$ cat src/frs_pkg.sv
`timescale 1ns / 1ps
// Shared types and constants of the fog palette remap search block.
// No dependencies; frs_dist, the top level and the bench import it.
package frs_pkg;

	localparam int ByteW     = 8;
	localparam int ColourW   = 3 * ByteW;
	localparam int DistW     = 18;
	localparam int CfgIndexW = 2;
	localparam int OpW       = 2;
	localparam int LevelW    = 5;

	localparam logic [OpW-1:0] OpWrite   = 2'd0;
	localparam logic [OpW-1:0] OpNearest = 2'd1;
	localparam logic [OpW-1:0] OpFog     = 2'd2;

	localparam logic [CfgIndexW-1:0] CfgFogRed   = 2'd0;
	localparam logic [CfgIndexW-1:0] CfgFogGreen = 2'd1;
	localparam logic [CfgIndexW-1:0] CfgFogBlue  = 2'd2;

	localparam logic [ByteW-1:0] FogReset   = 8'd128;
	localparam logic [ByteW-1:0] ClearIndex = 8'd255;
	localparam logic [ByteW-1:0] LastSearch = 8'd254;
	localparam logic [DistW-1:0] NoDistance = '1;

	typedef struct packed {
		logic             valid;
		logic [ByteW-1:0] index;
		logic [DistW-1:0] distance;
	} cand_t;

endpackage

$ cat src/frs_dist.sv
`timescale 1ns / 1ps
// Two-stage squared RGB distance unit: channel squares, then their sum.
// Depends on frs_pkg.
module frs_dist (
	input  logic                   clk,
	input  logic                   arst_n,
	input  logic                   in_valid,
	input  logic [7:0]             in_index,
	input  logic [23:0]            entry,
	input  logic [23:0]            target,
	output frs_pkg::cand_t         cand,
	output logic                   busy
);
	import frs_pkg::*;

	logic [ByteW-1:0] dr, dg, db;
	logic [15:0]      sq_r_s2, sq_g_s2, sq_b_s2;
	logic [ByteW-1:0] idx_s2;
	logic             v_s2;
	logic             cand_v_s3;
	logic [ByteW-1:0] cand_idx_s3;
	logic [DistW-1:0] cand_dist_s3;

	function automatic logic [ByteW-1:0] abs_diff(input logic [ByteW-1:0] a,
		input logic [ByteW-1:0] b);
		return (a > b) ? a - b : b - a;
	endfunction

	assign dr = abs_diff(entry[23:16], target[23:16]);
	assign dg = abs_diff(entry[15:8], target[15:8]);
	assign db = abs_diff(entry[7:0], target[7:0]);

	always_ff @(posedge clk or negedge arst_n) begin
		if (!arst_n) begin
			v_s2      <= 1'b0;
			cand_v_s3 <= 1'b0;
		end else begin
			v_s2      <= in_valid;
			cand_v_s3 <= v_s2;
		end
	end

	always_ff @(posedge clk) begin
		sq_r_s2      <= {8'd0, dr} * {8'd0, dr};
		sq_g_s2      <= {8'd0, dg} * {8'd0, dg};
		sq_b_s2      <= {8'd0, db} * {8'd0, db};
		idx_s2       <= in_index;
		cand_idx_s3  <= idx_s2;
		cand_dist_s3 <= DistW'(sq_r_s2) + DistW'(sq_g_s2) + DistW'(sq_b_s2);
	end

	assign cand = '{valid: cand_v_s3, index: cand_idx_s3, distance: cand_dist_s3};
	assign busy = v_s2 | cand_v_s3;

endmodule

$ cat config.mk
export PLATFORM = sky130hd
export DESIGN_NAME = frs_dist
export DESIGN_NICKNAME = d
export VERILOG_FILES = /design/src/frs_pkg.sv /design/src/frs_dist.sv
export SDC_FILE = /design/constraint.sdc
export NUM_CORES = 1
export LEC_CHECK = 0
export ABC_AREA = 1
export BUFFER_PORTS_ARGS = -buffer_cell sky130_fd_sc_hd__buf_2
export CAP_MARGIN = 20
export CORE_MARGIN = 4
export CORE_UTILIZATION = 49
export DETAILED_ROUTE_END_ITERATION = 12
export PLACE_DENSITY = 0.67
export SYNTH_ARGS = -nofsm -noshare
export SYNTH_HDL_FRONTEND = slang
export SYNTH_SLANG_ARGS = --single-unit
$ cat constraint.sdc
create_clock -name clk -period 2.4 [get_ports clk]
set_input_delay 0.48 -clock clk [delete_from_list [all_inputs] [get_ports clk]]
set_output_delay 0.48 -clock clk [all_outputs]
set_load 0.01 [all_outputs]
Word level (Yosys, flattened, before mapping):

Cells that the tools add are included.

* $add $sub $neg: 8
* $mul: 3
* div/mod/pow operators: 0
* order comparisons: 3
* eq/ne operators: 0
* shift operators: 0
* mux-type cells: 3
* bitwise operators: 1
* reduce and logical (&&, ||, !) cells: 0

Operator list (number)
* multiplier 8 x 8 -> 16 bit: 3
* subtractor 8 bit: 6
* greater-than comparator 8 bit: 3
* two-way mux 8 bit: 3
* adder 17 x 16 -> 18 bit: 1
* adder 16 x 16 -> 17 bit: 1
* bitwise OR 1 bit: 1

* flip-flop bits (word level): 84
* latch bits: 0
* memory bits (writable): 0
* memory bits (read-only): 0
* input port bits: 59
* output and inout port bits: 28
* word-level logic and storage cells: 26
* memories: 0

Longest topological paths before layout:

Gate-level depths: netlist of run 1.

* word-level depth: 3
* gate-level depth with buffers: 31
* mapped depth without buffers: 31

Least setup slack after synthesis of run 1:

OpenSTA, ideal clock, no wires.

* path kind: in2reg
* start: input port entry[0]
* end: register sq_b_s2[15]
* library setup time: 0.117 ns
* arrival time: 5.194 ns
* data required time: 2.283 ns
* slack: -2.911 ns
* cell stages on the path: 30
* path buffers: 1
* path through: inv_1 -> ha_1 -> inv_1 -> fa_1 -> nand3_1 -> nand3_1 -> nand2_1 -> nand2_2 -> nand2_4 -> inv_4 -> nand2_2 -> nand2_2 -> buf_6 -> nor2_2 -> inv_1 -> fa_1 -> inv_1 -> fa_1 -> inv_1 -> fa_1 -> fa_1 -> inv_1 -> ha_1 -> a21oi_1 -> nor2_1 -> nor2_1 -> nand2_1 -> a21oi_1 -> o21bai_1 -> nand2_1

* longest elaborated chain between the ends: 3
* elaborated cells between the ends (all ways): 5
* classes of those cells: add/sub: 2; mul: 1; order compare: 1; mux: 1

Ends and longest elaborated chain
* from (decl): RTL line frs_dist.sv:9 `input logic [23:0] entry,`
* subtractor 8 bit / greater-than comparator 8 bit (equally long branches): RTL line frs_dist.sv:26 `return (a > b) ? a - b : b - a;`
* two-way mux 8 bit *: RTL line frs_dist.sv:26
* multiplier 8 x 8 -> 16 bit *: RTL line frs_dist.sv:46 `sq_b_s2 <= {8'd0, db} * {8'd0, db};`
* to (signal assigned): RTL line frs_dist.sv:46
* to (decl): RTL line frs_dist.sv:17 `logic [15:0] sq_r_s2, sq_g_s2, sq_b_s2;`

Mark *: on every way between the ends. The rest lies on a longest branch, timed or not.

Final worst setup path of run 1:

* start: input port entry[16]
* end: register sq_r_s2[12]

* longest elaborated chain between the ends: 3
* elaborated cells between the ends (all ways): 5
* classes of those cells: add/sub: 2; mul: 1; order compare: 1; mux: 1

Ends and longest elaborated chain
* subtractor 8 bit / greater-than comparator 8 bit (equally long branches): RTL line frs_dist.sv:26
* two-way mux 8 bit *: RTL line frs_dist.sv:26
* multiplier 8 x 8 -> 16 bit *: RTL line frs_dist.sv:44 `sq_r_s2 <= {8'd0, dr} * {8'd0, dr};`
* to (signal assigned): RTL line frs_dist.sv:44
* to (decl): RTL line frs_dist.sv:17

Marks and branches as above.

==> qor.csv, run 1 <==
stage,metric,value,unit
place,place_ws,-2.848,ns
timing,layout_min_cycle_time,4.898,ns
timing,fmax,204.2,MHz
floorplanning,rows,53,
floorplanning,fp.dieW,154.2,µm
drt,detail-route-antenna-nets,0,
synthesis,synthArstFlopShare,2.469,%
timing,final_max_slew_viol_count,0,
critical_path,path_class,in -> reg,
clocking,clk_path_buf_depth,2,
synthesis,synth_area_per_cell,7.520,µm²
synthesis,synth_most_common_cell,nand2_1,
synthesis,seq_area_frac_synth,15.59,%
timing,final_hold_viol_count,0,
grt,grt_pass1_vias,9990,
synthesis,synth_common_cells,"nand2_1, inv_1, ha_1",
synthesis,syn_inst,1392,
drt,wl,27290,µm
floorplanning,io_pins,87,
place,dp_hpwl,20260,µm
drt,vias_per_cell,4.844,
synthesis,ys_types,41,
critical_path,worstPathArrival,5.12,ns
hold_path,hold_class,in -> reg,
drt,drc_errors,0,
place,gp_routability_congestion,0.8623,
timing,finalWorstSetupSlack,-2.498,ns
critical_path,slowest_stage,fa_1,
drt,dr.first_iter.drc_count,376,
synthesis,yosys.area.top_type,fa_1,
grt,grt_antenna_before_repair,0,
critical_path,crit_required,2.62,ns
grt,use_met2,40.27,%
clocking,root_buffer,clkbuf_16,
grt,grt_usage,21.75,%
place,port_buffers,86,
clocking,clk_pin_slew,0.06,ns
layout,drive_gt1_share,42.81,%
critical_path,slowest_delay,0.52,ns
clocking,cts_buffers,9,
floorplanning,die_h,154.2,µm
timing,rsz0062_at_grt,true,
critical_path,crit_path_start_kind,input pin,
clocking,clock_latency,0.34,ns
place,place_area,13700,µm²
synthesis,ys_ff_latch,81,
floorplanning,start_util,49.79,%
grt,gr-usage-met1,27.04,%
synthesis,synth_edf_count,0,
critical_path,crit_path_end_kind,flip-flop,
layout,area_growth,50.60,%
synthesis,netlist_area,10470,µm²
status,status,"complete, but fails checks",
synthesis,synthTopCellsByArea,"fa_1, ha_1, dfxtp_1",
timing,setup_violations,39,
drt,wl_per_cell,13.32,µm
grt,grt_first_pass_wirelength,43790,µm
grt,grt_overflow_total,0,
clocking,clock_sinks,81,
drt,vias,9920,
critical_path,cp_max_fo,6,
grt,grtUsageMet3,3.040,%
clocking,h-tree-depth,3,
grt,grt_max_degree,17,
clocking,cts_tree,built,
layout,fillers,1464,
floorplanning,coreArea,21020,µm²
synthesis,yosysTopAreaCellShare,18.55,%
status,violations,setup timing,
layout,final_area,15760,µm²
floorplanning,die_area,23770,µm²
timing,fin_crit_sh,204.1,%
drt,first_pass_iters,5,
synthesis,ys.flop_type,dfxtp_1,
grt,busiest_layer,met2,
run,cap_viol_max_count,0,
layout,fin_nets,2073,
layout,antenna-diode-count,0,
synthesis,yosys_warnings,0,
timing,fin_skew,0.01291,ns
-- what timing repair did --
action / CTS / global route
gates cloned: 2 / 0
hold buffers: 1 / 0
endpoints found under the hold margin: 2 / 0
resized for setup: 171 / 131
setup buffers: 41 / 20
setup endpoints to repair: 39 / 42
pin swaps: 120 / 81
-- cells by family after synthesis --
kind of cell / Yosys count / share of synthesized area [%]
buf+inv: 324 / 11.99
other cells: 1 / 0.03583
fa+ha+maj: 246 / 36.36
simple gates: 561 / 24.22
xor+xnor: 62 / 5.188
compound gates: 117 / 6.622
flops: 81 / 15.59
-- cell type report --
type	instances	area [µm²]	share of cell area, %
Clock buffer	9	225.2	1.429
Clock inverter	7	106.4	0.6747
Inverter	313	1272	8.072
Multi-Input combinational cell	991	9343	59.27
Sequential cell	81	1632	10.35
Tap cell	275	344.1	2.183
Timing Repair Buffer	372	2841	18.03
-- cells in the final DEF (no fill, tap or decap), drive strengths merged, types with 2 or more instances in the layout --
cell type	instances
buf	371
nand2	350
inv	317
ha	149
nor2	128
fa	97
dfxtp	79
nand3	66
a21oi	58
xor2	41
o21ai	32
xnor2	21
nand4	11
clkbuf	9
o21bai	9
a21boi	6
a21o	5
a31oi	4
or2	4
o2111ai	3
conb	3
and3	2
dfrtp	2
bufinv	2
nor3	2
-- per-stage QoR --
step | instances | utilization, % | hold WS (ns) | setup TNS (ns)
finish | 2048 | 74.99 | 0.2424 | -78.35
CTS | 2033 | 71.78 | 0.2306 | -76.42
global route | 2048 | 74.99 | 0.2266 | -84.91
detailed placement | 1977 | 65.16 | 0.2670 | -95.84
global placement | 1977 | 65.16 | 0.2636 | -93.03
floorplan | 1394 | - | 0.1844 | -78.18
-- sequential cells by signal, indices dropped and copies added, names as in the netlist --
register / count
sq_b_s2: 15
sq_g_s2: 15
sq_r_s2: 15
v_s2: 1
cand_v_s3: 1
idx_s2: 8
cand_dist_s3: 18
cand_idx_s3: 8
-- metal layers --
metal  up-vias  share of wire, %
li1       4990                 -
met1      4677                42
met2       198                52
met3        55               3.6
met4         0               2.1
met5         -                 0
-- path summary, 6_finish.rpt --
path                       cells past startpoint                       end  slack (ns)                from
min in group asynchronous                      2       cand_v_s3$_DFF_PN0_        0.45              arst_n
hold reg to reg                                0    cand_idx_s3[7]$_DFF_P_        0.33   idx_s2[7]$_DFF_P_
max in group asynchronous                      2            v_s2$_DFF_PN0_        1.84              arst_n
hold / removal                                 1         idx_s2[4]$_DFF_P_        0.24         in_index[4]
setup / recovery                              29       sq_r_s2[12]$_DFF_P_       -2.50           entry[16]
setup reg to reg                               9  cand_dist_s3[17]$_DFF_P_        0.16  sq_b_s2[6]$_DFF_P_
-- critical path, delay by kind of cell --
| family | cells | cell delay [ns] |
|---|---|---|
| xor+xnor | 1 | 0.14 |
| buf+inv | 8 | 0.51 |
| compound gates | 2 | 0.25 |
| simple gates | 11 | 0.93 |
| fa+ha+maj | 7 | 2.79 |
Power of run 1 is left out: the tool's default activity adds up to more than one toggle a clock period on the data nets, which glitch-free logic cannot reach.
==> inputs of run 2 (changes only) <==
CORE_ASPECT_RATIO = 0.75   (was unset)
==> run 2 against run 1 <==
  * The flow still finishes with violations (setup timing)
  * Critical endpoint unchanged
  * Critical path type unchanged
  * Worst setup slack improved by 0.065 ns
  * Die area about the same
  * Highest routed layer unchanged
  * Design area increased by 0.13%
  * Sequential cell count unchanged
  * Critical path depth decreased by 1
  * Register-to-register slack got worse by 0.06 ns
  * Via count decreased by 1.4%
  * Hold slack got worse by 0.0027 ns
  * Clock skew decreased by 0.0015 ns
==> qor.csv, run 2 (synthesis gave the netlist of run 1 again) <==
stage,metric,value,unit,change
status,status,"complete, but fails checks",,
status,violations,setup timing,,
floorplanning,start_util,49.69,%,-0.10 points
critical_path,cp_top_family,adder cells,,
layout,top_register,cand_dist_s3,,
timing,fmax,206.9,MHz,+1.3%
drt,wl_per_cell,13.58,µm,+1.9%
critical_path,cp_max_fo,4,,-2
grt,grt_overflow_total,0,,unchanged
critical_path,crit_top_cell,fa_1,,
layout,fin_nets,2056,,-0.82%
layout,antenna-diode-count,0,,unchanged
place,port_buffers,86,,unchanged
timing,fin_skew,0.01137,ns,-0.001537 ns
floorplanning,io_pins,87,,unchanged
floorplanning,die_area,23790,µm²,about the same
critical_path,crit_buf_inv,8,,unchanged
place,gp_routability_congestion,0.8679,,+0.65%
critical_path,crit_path_start_kind,input pin,,
critical_path,crit_path_end_kind,flip-flop,,
floorplanning,rows,46,,-13%
grt,grt_first_pass_wirelength,45190,µm,+3.2%
clocking,cts_buffers,9,,unchanged
place,dp_cells,1984,,+0.35%
place,dp_hpwl,21140,µm,+4.3%
drt,drc_errors,0,,unchanged
grt,grt_max_degree,16,,-1
grt,grt_pass1_vias,9904,,-0.86%
clocking,h-tree-depth,3,,unchanged
clocking,clock_sinks,81,,unchanged
timing,final_max_slew_viol_count,0,,unchanged
layout,drive_gt1_share,42.71,%,-0.098 points
timing,setup_violations,38,,-2.6%
layout,largest_reg_flops,18,,unchanged
grt,grt_antenna_before_repair,0,,unchanged
layout,area_growth,50.79,%,
drt,detail-route-antenna-nets,0,,unchanged
timing,layout_min_cycle_time,4.833,ns,-0.06478 ns
timing,rsz0062_at_grt,true,,
critical_path,crit_required,2.67,ns,+0.05 ns
drt,dr.first_iter.drc_count,507,,+35%
critical_path,slowest_stage,fa_1,,
clocking,cts_tree,built,,
timing,finalWorstSetupSlack,-2.433,ns,+0.06478 ns
timing,final_hold_viol_count,0,,unchanged
drt,wl,27750,µm,+1.7%
grt,grt_usage,22.79,%,+1.0 points
floorplanning,die_h,134.6,µm,-13%
drt,first_pass_iters,5,,unchanged
clocking,clk_pin_slew,0.06,ns,about the same
clocking,clock_latency,0.34,ns,about the same
clocking,root_buffer,clkbuf_16,,
drt,vias,9780,,-1.4%
critical_path,path_class,in -> reg,,
layout,final_cells,2044,,-0.20%
floorplanning,fp.dieW,176.8,µm,+15%
floorplanning,coreArea,21070,µm²,+0.21%
layout,final_cell_mix,"inv_1, nand2_1, buf_4",,
critical_path,slowest_delay,0.51,ns,about the same
critical_path,worstPathArrival,5.10,ns,-0.02 ns
timing,fin_crit_sh,201.4,%,-2.7 points
drt,vias_per_cell,4.785,,-1.2%
layout,fillers,1513,,+3.3%
run,cap_viol_max_count,0,,unchanged
clocking,clk_path_buf_depth,2,,unchanged
hold_path,hold_class,in -> reg,,
==> run 2: stage by stage <==
step	hold slack [ns]	TNS [ns]	worst slack, ns	area, µm²	utilization (%)
after detailed placement	0.2659	-96.68	-2.916	13680	64.95
after floorplan	0.1844	-78.18	-2.557	11230	-
after global placement	0.2660	-93.62	-2.774	13680	64.95
final	0.2397	-78.33	-2.433	15780	74.93
after global routing	0.2269	-84.21	-2.614	15780	74.93
after CTS	0.2358	-76.15	-2.390	15230	72.32
==> run 2: cell type report <==
class | count | area [µm²] | area share (%)
multi-input cells | 992 | 9440 | 59.81
well taps | 288 | 360.3 | 2.283
clock buffers | 10 | 229.0 | 1.451
inverters | 313 | 1280 | 8.109
clock inverters | 6 | 115.1 | 0.7293
repair buffers | 354 | 2728 | 17.28
flip-flops and latches | 81 | 1632 | 10.34
==> run 2: worst reg2reg max path, cell delays in order (launching register included) <==
cell	delay, ns
dfxtp_1	0.38
fa_1	0.43
ha_1	0.36
a21oi_1	0.23
o21ai_0	0.13
nand2_1	0.07
nand3_1	0.12
nand2_1	0.09
inv_1	0.07
o21ai_0	0.19
nand2_1	0.10
==> run 2: worst paths after layout <==
check                      cells past startpoint                        to                from  slack, ns
hold reg to reg                                0    cand_idx_s3[2]$_DFF_P_   idx_s2[2]$_DFF_P_       0.33
hold / removal                                 1         idx_s2[5]$_DFF_P_         in_index[5]       0.24
min in group asynchronous                      2            v_s2$_DFF_PN0_              arst_n       0.46
max in group asynchronous                      2       cand_v_s3$_DFF_PN0_              arst_n       1.85
setup reg to reg                              10  cand_dist_s3[15]$_DFF_P_  sq_b_s2[6]$_DFF_P_       0.10
setup / recovery                              28       sq_r_s2[12]$_DFF_P_           entry[16]      -2.43
==> run 2: per-layer routing <==
layer | global-route usage, % | wire [µm] | up-vias
met5 | 0 | 0 | -
met4 | 3.265 | 263 | 0
met3 | 2.883 | 1318 | 31
met2 | 38.51 | 13340 | 222
met1 | 32.29 | 12820 | 4570
li1 | - | - | 4957
==> run 2: timing repair <==
action	in CTS	in global routing
hold buffers	1	0
gates cloned	3	0
buffers inserted	29	22
pin swaps	115	70
hold endpoints to repair	2	0
gates resized for setup	216	103
setup endpoints to repair	39	42
Power of run 2 is left out for the same reason.
